`src/remote_destination_classifier_core_assert.svh`:
```
// ----------------------------------------------------------------------------
// Assertion macros for the remote destination classifier
// Shared concurrent assertion forms, clocked on clk, held off during reset.
// ----------------------------------------------------------------------------
`ifndef REMOTE_DESTINATION_CLASSIFIER_CORE_ASSERT_SVH
`define REMOTE_DESTINATION_CLASSIFIER_CORE_ASSERT_SVH

// same-cycle implication
`define RDC_ASSERT_NOW(label, ante, cons, msg) \
    label: assert property (@(posedge clk) disable iff (!rst_n) (ante) |-> (cons)) \
        else $error(msg);

// next-cycle implication
`define RDC_ASSERT_NEXT(label, ante, cons, msg) \
    label: assert property (@(posedge clk) disable iff (!rst_n) (ante) |=> (cons)) \
        else $error(msg);

`endif

```
`src/rdc_pkg.sv`:
```
// ----------------------------------------------------------------------------
// rdc_pkg
// Types and codes shared by the classifier cells and the top level.
// ----------------------------------------------------------------------------
package rdc_pkg;

    localparam int RDC_INDEX_W = 4;
    localparam int RDC_FIELD_SLOTS = 2 ** RDC_INDEX_W;

    localparam logic [1:0] REQ_LOOKUP    = 2'd0;
    localparam logic [1:0] REQ_WR_SUBNET = 2'd1;
    localparam logic [1:0] REQ_WR_HOST   = 2'd2;

    typedef struct packed {
        logic [1:0]             req_type;
        logic [31:0]            dest_addr;
        logic [RDC_INDEX_W-1:0] entry_index;
        logic                   entry_enable;
        logic [31:0]            entry_mask;
        logic [31:0]            entry_address;
        logic                   entry_ignore;
    } rdc_req_t;

    typedef struct packed {
        logic                   subnet_hit;
        logic [RDC_INDEX_W-1:0] subnet_index;
        logic                   host_hit;
        logic [RDC_INDEX_W-1:0] host_index;
        logic                   bypass;
    } rdc_rsp_t;

    // request plus the search state carried from cell to cell
    typedef struct packed {
        rdc_req_t               req;
        logic                   s_found;
        logic [RDC_INDEX_W-1:0] s_idx;
        logic                   h_done;
        logic                   h_hit;
        logic [RDC_INDEX_W-1:0] h_idx;
    } rdc_beat_t;

endpackage

```
`src/rdc_cell.sv`:
```
// ----------------------------------------------------------------------------
// rdc_cell
// One table slot of both tables. Applies a write aimed at its slot, or
// checks a lookup against its entries, and registers the beat onward.
// ----------------------------------------------------------------------------
module rdc_cell
    import rdc_pkg::*;
#(
    parameter int CELL_IDX = 0
)
(
    input  logic      clk,
    input  logic      rst_n,
    input  logic      advance,
    input  logic      in_valid,
    input  rdc_beat_t in_beat,
    output logic      out_valid,
    output rdc_beat_t out_beat
);

    // slots past the 4-bit index field can never be written
    localparam bit SLOT_REACHABLE = (CELL_IDX < RDC_FIELD_SLOTS);
    localparam logic [RDC_INDEX_W-1:0] CELL_TAG = RDC_INDEX_W'(CELL_IDX % RDC_FIELD_SLOTS);

    logic        sub_valid_reg;
    logic        sub_valid_next;
    logic [31:0] sub_mask_reg;
    logic [31:0] sub_net_reg;
    logic        host_valid_reg;
    logic        host_valid_next;
    logic [31:0] host_addr_reg;
    logic        host_ign_reg;

    logic        out_valid_reg;
    logic        out_valid_next;
    rdc_beat_t   out_beat_reg;
    rdc_beat_t   out_beat_next;

    logic        take;
    logic        slot_sel;
    logic        wr_sub;
    logic        wr_host;

    always_comb
    begin
        take     = advance && in_valid;
        slot_sel = SLOT_REACHABLE && (in_beat.req.entry_index == CELL_TAG);
        wr_sub   = take && slot_sel && (in_beat.req.req_type == REQ_WR_SUBNET);
        wr_host  = take && slot_sel && (in_beat.req.req_type == REQ_WR_HOST);

        sub_valid_next  = wr_sub ? in_beat.req.entry_enable : sub_valid_reg;
        host_valid_next = wr_host ? in_beat.req.entry_enable : host_valid_reg;
        out_valid_next  = advance ? in_valid : out_valid_reg;

        out_beat_next = in_beat;
        if (in_beat.req.req_type == REQ_LOOKUP)
        begin
            if (!in_beat.s_found && sub_valid_reg &&
                ((in_beat.req.dest_addr & sub_mask_reg) == sub_net_reg))
            begin
                out_beat_next.s_found = 1'b1;
                out_beat_next.s_idx   = CELL_TAG;
            end
            // first address match ends the host search, ignored or not
            if (!in_beat.h_done && host_valid_reg &&
                (host_addr_reg == in_beat.req.dest_addr))
            begin
                out_beat_next.h_done = 1'b1;
                out_beat_next.h_hit  = !host_ign_reg;
                out_beat_next.h_idx  = host_ign_reg ? '0 : CELL_TAG;
            end
        end
    end

    always_ff @(posedge clk or negedge rst_n)
    begin
        if (!rst_n)
        begin
            sub_valid_reg  <= 1'b0;
            host_valid_reg <= 1'b0;
            out_valid_reg  <= 1'b0;
        end
        else
        begin
            sub_valid_reg  <= sub_valid_next;
            host_valid_reg <= host_valid_next;
            out_valid_reg  <= out_valid_next;
        end
    end

    always_ff @(posedge clk)
    begin
        if (wr_sub)
        begin
            sub_mask_reg <= in_beat.req.entry_mask;
            sub_net_reg  <= in_beat.req.entry_address;
        end
        if (wr_host)
        begin
            host_addr_reg <= in_beat.req.entry_address;
            host_ign_reg  <= in_beat.req.entry_ignore;
        end
        if (advance)
        begin
            out_beat_reg <= out_beat_next;
        end
    end

    assign out_valid = out_valid_reg;
    assign out_beat  = out_beat_reg;

endmodule

```
`src/remote_destination_classifier_core.sv`:
```
// ----------------------------------------------------------------------------
// remote_destination_classifier_core
// Remote subnet and remote host match tables, built as a chain of slot cells.
// ----------------------------------------------------------------------------
// Every request beat (lookup, subnet write or host write) walks a chain of
// TABLE_DEPTH cells, one cell per slot, one cell per cycle unless the chain
// holds. A new beat is taken every cycle while req_ready is high, and the
// responses come out in request order. Writes land in their slot as they
// pass, so a lookup always sees every earlier write.
// When a response is not taken the whole chain holds and req_ready drops.
// With check_enable cleared, lookups return bypass with both indices zero.
// ----------------------------------------------------------------------------
module remote_destination_classifier_core
    import rdc_pkg::*;
#(
    parameter int TABLE_DEPTH = 16
)
(
    input  logic     clk,
    input  logic     rst_n,
    input  logic     req_valid,
    output logic     req_ready,
    input  rdc_req_t req,
    output logic     rsp_valid,
    input  logic     rsp_ready,
    output rdc_rsp_t rsp,
    input  logic     cfg_valid,
    output logic     cfg_ready,
    input  logic     cfg_data
);

`include "remote_destination_classifier_core_assert.svh"

    logic      check_enable_reg;
    logic      check_enable_next;
    logic      advance;
    logic      is_lookup;
    rdc_beat_t head_beat;
    logic      chain_valid [0:TABLE_DEPTH];
    rdc_beat_t chain_beat  [0:TABLE_DEPTH];

    assign advance   = !chain_valid[TABLE_DEPTH] || rsp_ready;
    assign req_ready = advance;
    assign cfg_ready = 1'b1;

    always_comb
    begin
        head_beat         = '0;
        head_beat.req     = req;
        check_enable_next = (cfg_valid && cfg_ready) ? cfg_data : check_enable_reg;
    end

    assign chain_valid[0] = req_valid;
    assign chain_beat[0]  = head_beat;

    always_ff @(posedge clk or negedge rst_n)
    begin
        if (!rst_n)
        begin
            check_enable_reg <= 1'b1;
        end
        else
        begin
            check_enable_reg <= check_enable_next;
        end
    end

    for (genvar i = 0; i < TABLE_DEPTH; i++)
    begin : g_cell
        rdc_cell #(
            .CELL_IDX (i)
        ) u_cell (
            .clk       (clk),
            .rst_n     (rst_n),
            .advance   (advance),
            .in_valid  (chain_valid[i]),
            .in_beat   (chain_beat[i]),
            .out_valid (chain_valid[i+1]),
            .out_beat  (chain_beat[i+1])
        );
    end

    always_comb
    begin
        is_lookup = (chain_beat[TABLE_DEPTH].req.req_type == REQ_LOOKUP);
        rsp       = '0;
        if (is_lookup)
        begin
            rsp.subnet_hit = chain_beat[TABLE_DEPTH].s_found;
            rsp.host_hit   = chain_beat[TABLE_DEPTH].h_hit;
            rsp.bypass     = !check_enable_reg;
            if (check_enable_reg)
            begin
                rsp.subnet_index = chain_beat[TABLE_DEPTH].s_idx;
                rsp.host_index   = chain_beat[TABLE_DEPTH].h_idx;
            end
        end
    end

    assign rsp_valid = chain_valid[TABLE_DEPTH];

    `RDC_ASSERT_NOW(a_stall_blocks_req, rsp_valid && !rsp_ready, !req_ready,
        "request taken while the response is stalled")
    `RDC_ASSERT_NOW(a_bypass_zero_idx, rsp_valid && rsp.bypass,
        rsp.subnet_index == '0 && rsp.host_index == '0 && !check_enable_reg,
        "bypass response carries an index")
    `RDC_ASSERT_NOW(a_subnet_miss_idx, rsp_valid && !rsp.subnet_hit,
        rsp.subnet_index == '0, "subnet miss with nonzero index")
    `RDC_ASSERT_NOW(a_host_miss_idx, rsp_valid && !rsp.host_hit,
        rsp.host_index == '0, "host miss with nonzero index")
    `RDC_ASSERT_NEXT(a_stall_holds, rsp_valid && !rsp_ready,
        rsp_valid && $stable(chain_beat[TABLE_DEPTH]),
        "chain moved while the response is stalled")

endmodule
```
`config.mk`:
```
export PLATFORM = sky130hd
export DESIGN_NAME = remote_destination_classifier_core
export DESIGN_NICKNAME = d
export VERILOG_FILES = /design/src/rdc_pkg.sv /design/src/rdc_cell.sv /design/src/remote_destination_classifier_core.sv
export VERILOG_INCLUDE_DIRS = /design/src /design/src/src
export SDC_FILE = /design/constraint.sdc
export NUM_CORES = 2
export LEC_CHECK = 0
export ABC_AREA = 1
export BUFFER_PORTS_ARGS = -buffer_cell sky130_fd_sc_hd__buf_2
export CORE_MARGIN = 5
export CORE_UTILIZATION = 60
export CTS_BUF_LIST = sky130_fd_sc_hd__clkbuf_4 sky130_fd_sc_hd__clkbuf_8
export DETAILED_ROUTE_END_ITERATION = 16
export PLACE_DENSITY = 0.76
export SYNTH_ARGS = -nofsm -noshare
export SYNTH_HDL_FRONTEND = slang
export SYNTH_SLANG_ARGS = --single-unit
```
`constraint.sdc`:
```
create_clock -name clk -period 100.4 [get_ports clk]
set_input_delay 5.02 -clock clk [delete_from_list [all_inputs] [get_ports clk]]
set_output_delay 5.02 -clock clk [all_outputs]
set_load 0.05 [all_outputs]
```
; Yosys cells after proc, flatten, opt, wreduce, memory -nomap -nowiden
; Index checks and enable logic that the tools add are counted.
[word_totals]
output_inout_bits = 14
input_bits = 110
ff_bits = 3338
elab_cells = 652
[op_classes]
eq_ne = 79
bitwise_logic = 16
n_mux = 65
n_reduce_logical = 194
[op_table]
columns = cell, count
row1 = 32-bit == test, 32
row2 = 32-bit bitwise AND, 16
row3 = 11-bit two-way mux, 16
row4 = 1-bit logical AND, 126
row5 = 6-bit two-way mux, 16
row6 = 5-bit two-way mux, 16
row7 = 1-bit logical NOT, 48
row8 = 4-bit two-way mux, 10
row9 = 2-bit logical NOT, 17
row10 = 2-bit by 1-bit == test with 1-bit output (second input constant), 16
row11 = 2-bit == test (second input constant), 16
row12 = 4-bit == test (second input constant), 8
row13 = 4-bit by 3-bit == test with 1-bit output (second input constant), 4
row14 = 3-bit two-way mux, 4
row15 = 4-bit by 2-bit == test with 1-bit output (second input constant), 2
row16 = 4-bit by 1-bit == test with 1-bit output (second input constant), 1
row17 = 4-bit logical NOT, 1
row18 = 2-bit two-way mux, 2
row19 = 2-bit AND reduction, 1
row20 = 1-bit logical OR, 1
row21 = 1-bit two-way mux, 1

; Logic depth before layout (Yosys ltp)
[logic_depth]
depth_word = 5
depth_mapped = 11
depth_no_buf = 11

; Hierarchy
; From an unflattened synthesis, not the netlist that was laid out.
[hier_totals]
hier_cells = 8899
area_unflattened_um2 = 126741.6
[by_module_without_submodules]
columns = module, instances, seq_area_each_um2, area_per_inst_um2, cells_per_inst
row1 = rdc_cell at g_cell[1].u_cell ..., 4, 6441.2, 7937.6, 568
row2 = rdc_cell at g_cell[10].u_cell ..., 4, 6441.2, 7895.1, 552
row3 = rdc_cell at g_cell[11].u_cell ..., 2, 6441.2, 7952.6, 556
row4 = rdc_cell at g_cell[13].u_cell ..., 2, 6441.2, 7948.9, 555
row5 = rdc_cell at g_cell[12].u_cell, 1, 6441.2, 7890.1, 553
row6 = rdc_cell at g_cell[3].u_cell, 1, 6441.2, 7888.8, 551
row7 = rdc_cell at g_cell[15].u_cell, 1, 6441.2, 7851.3, 541
row8 = rdc_cell at g_cell[0].u_cell, 1, 6441.2, 7777.5, 516
row9 = remote_destination_classifier_core, 1, 26.3, 200.2, 36

; Worst setup path before layout
; No wires, ideal clock.
[synth_path]
path_type = input-to-output
startpoint = input port rsp_ready
endpoint = output port req_ready
setup_slack_ps = 43807
required_ps = 95380
stages = 3
path_buffers = 1
arrival_time_ps = 51573
path_cell_list = inv_1 > nand2_4 > clkbuf_1
[synth_via]
elab_chain_len = 1
[synth_lines]
columns = element, line_no
row1 = from (decl), remote_destination_classifier_core.sv:25  ; input logic rsp_ready,
row2 = 1-bit logical OR, remote_destination_classifier_core.sv:42  ; assign advance = !chain_valid[TABLE_DEPTH] || rsp_ready;
row3 = to (decl), remote_destination_classifier_core.sv:22  ; output logic req_ready,
; No other way between the ends.

; Worst setup path in the final report
; Same ends and word-level chain as after synthesis.

==> run summary <==
Final Cell Area = 137000 um2
# Post-CTS Setup Buffers = 0
R2r startpoint = g_cell[15].u_cell.out_valid
Final core utilization = 67.5%
Initial core utilization = 60.4%
Clock Pin Slew Worst Setup and Hold Paths = 0.06 ns
Die Ht = 461 um
Status = finished, final reports clean
CP Data Required Time = 95.38 ns
Synth Warn # = 0
Skew-Pair Late Insertion Delay = 1.13 ns
Full die area = 213000 um2
Worst hold stages = 0
Initial DRC count = 9644
Post-placement cell count = 11400
ANT nets after route = 0
IO buf count = 122
Hold Path Class = reg2reg
Ys async rst share = 1.48%
Placement Setup Slack = 89.41 ns
Vias = 67700
Vias per std cell = 5.51
Final hold slack = 0.400 ns
Clock Tree Root = clkbuf_8
Reg2reg setup slack = 95.81 ns
Worst path depth = 4
CORE AREA = 202000 um2
Cells on worst reg2reg path = 5
EDFF count, synth = 3259
Syn Nets = 8665
Leading post-synthesis cells by cell area = edfxtp_1, nand2_1, inv_1
Kind of critical path = in2out
Worst path arrival time = 5.95 ns
Die Wd = 461 um
Peak supply drop = 0.0180 mV
CP endpoint kind = output port
Final nets = 9336
Max FFs per register = 1707
Fmax = 91.2 MHz
Drt drc = 0
Final HPWL DP = 219000 um
Least-Margin Pin Slew = 1.16 ns
Family with the most delay on the worst path = buffers and inverters
Area grow syn2layout = 11.8%
Slew Limit Fails = 0
Slowest-stage cell, CP = buf_2
Total congestion overflow = 0
Max-cap viol count = 0
Worst path most repeated cell = buf_2
Post-cts resize count = 0
Fin cells = 12300
Drt wl/cell = 24.1 um
Worst path bufs/invs = 3
Ys flop type = edfxtp_1
Period utilization = 10.9%
Synth area leader = edfxtp_1
First-pass GRT wire length = 429000 um
Io pins = 124
CP Launch Type = input port
Top-area cell type share of the netlist area = 80.1%
Initial antenna violation count = 14
Total iterations of the first detailed-routing run = 10
Synthesized instance count = 8555
Critical-path cell list = buf_2, inv_1, nand2_8, buf_2
Setup violations, final = 0
Layout cells sized above 1 = 11.0%
RR Endpoint = g_cell[9].u_cell.out_beat[70]
CTS Buf Count = 497
Clock H-tree levels = 5
Max incr delay on CP = 0.36 ns
Crit Path Max Fanout = 34
CTS Hold Bufs = 0
Synth cell types = 41
CTS tree = yes
Sink Count = 3308
Post-Syn Area = 122000 um2
Dpl cell area = 127000 um2
Leak = 53.0 nW
Setup slack after layout = 89.43 ns
Power density over cell area = 29.6 nW/um2
DRT Wirelength = 297000 um
Clock Skew = 0.103 ns
GPL Wtd Cong = 0.948
Core Rows = 165
Total negative slack = 0 ns
Final hold violation count = 0
Gr usage total = 28.0%
Hold path start = g_cell[14].u_cell.out_beat[52]
Syn Area/Cell = 14.3 um2
Crit path time final = 10.97 ns
Total Power = 4.04 mW
Unrepaired setup endpoints after global routing = false
Sequential element share of the synthesized area = 81.1%
Slew margin rel. = 22.7%
Synthesized flop and latch total = 3308
Hold path endpoint = g_cell[15].u_cell.sub_mask_reg[8]
Filler cell count = 13300
Clock Tree Buf Depth = 4
Vias in the first global route = 66100
Largest net degree at the start of global routing = 183
## cells in the mapped netlist (all sizes together) (2+ instances only)
master,instances
o22ai,14
nand2,2474
inv,975
nand4,68
o21a,2
and2,7
a21boi,3
o221ai,2
o21ai,214
edfxtp,3259
nand2b,4
dfrtp,48
buf,2
a21oi,4
nand3b,111
clkbuf,3
xnor2,213
xor2,101
nand3,248
o21bai,27
or2,37
nor2,677
o211ai,7
nor3,48
## logic make-up (layout without fill, tap and decap cells)
logic type | Yosys count | after routing | share of synthesized area [%]
muxes | 1 | 1 | 0.00922
buffers and inverters | 980 | 2037 | 3.03
AOI/OAI and AO/OA | 274 | 274 | 1.23
xor gates and xnor gates | 314 | 314 | 2.25
and+or+nand+nor | 3677 | 3677 | 12.4
DFF | 3308 | 3308 | 81.1
other | 1 | 8 | 0.00307
## report_power, final
part / leakage [nW] / internal [mW] / total [mW] / switching (mW)
clock: 5.23 / 0.591 / 1.09 / 0.502
sequential: 32.1 / 2.10 / 2.54 / 0.444
combinational: 15.6 / 0.122 / 0.405 / 0.283
## cell usage in the layout, fill, tap and decap left out, types with 55 or more instances in the layout
cell      netlist  routed
edfxtp_1     3259    3259
nand2_1      2473    2473
inv_1         974     972
nor2_1        665     654
clkbuf_8        0     529
nand3_1       245     245
xnor2_1       213     213
o21ai_0       213     213
clkbuf_4        0     172
buf_2           0     121
nand3b_1      111     111
xor2_1        101     101
clkinv_1        0     101
nand4_1        59      59
buf_4           1      55
## area by class of cell
type / instances / area (um2) / share of cell area (%)
Sequential cell: 3308 / 99100 / 72.5
Multi-Input combinational cell: 4267 / 19600 / 14.3
Clock buffer: 701 / 8570 / 6.27
Inverter: 975 / 3660 / 2.68
Tap cell: 2672 / 3340 / 2.45
Clock inverter: 184 / 1280 / 0.940
Timing Repair Buffer: 177 / 1040 / 0.760
Antenna cell: 7 / 17.5 / 0.0128
## routing by layer
metal  vias up  part of all wire, %  GRT usage, %
met3       598                  9.2          5.41
met1     32900                   38          37.5
met2      3622                   50          46.9
li1      30600                    -             -
met5         -               0.0084             0
met4         4                  3.3          9.41
## worst max path at each step
| stage | start | end |
|---|---|---|
| detailed placement | rsp_ready | req_ready |
| global route | rsp_ready | req_ready |
| global placement | rsp_ready | req_ready |
| floorplan | rsp_ready | req_ready |
| CTS | rsp_ready | req_ready |
| finish | rsp_ready | req_ready |
(Power assumes the default switching activity.)
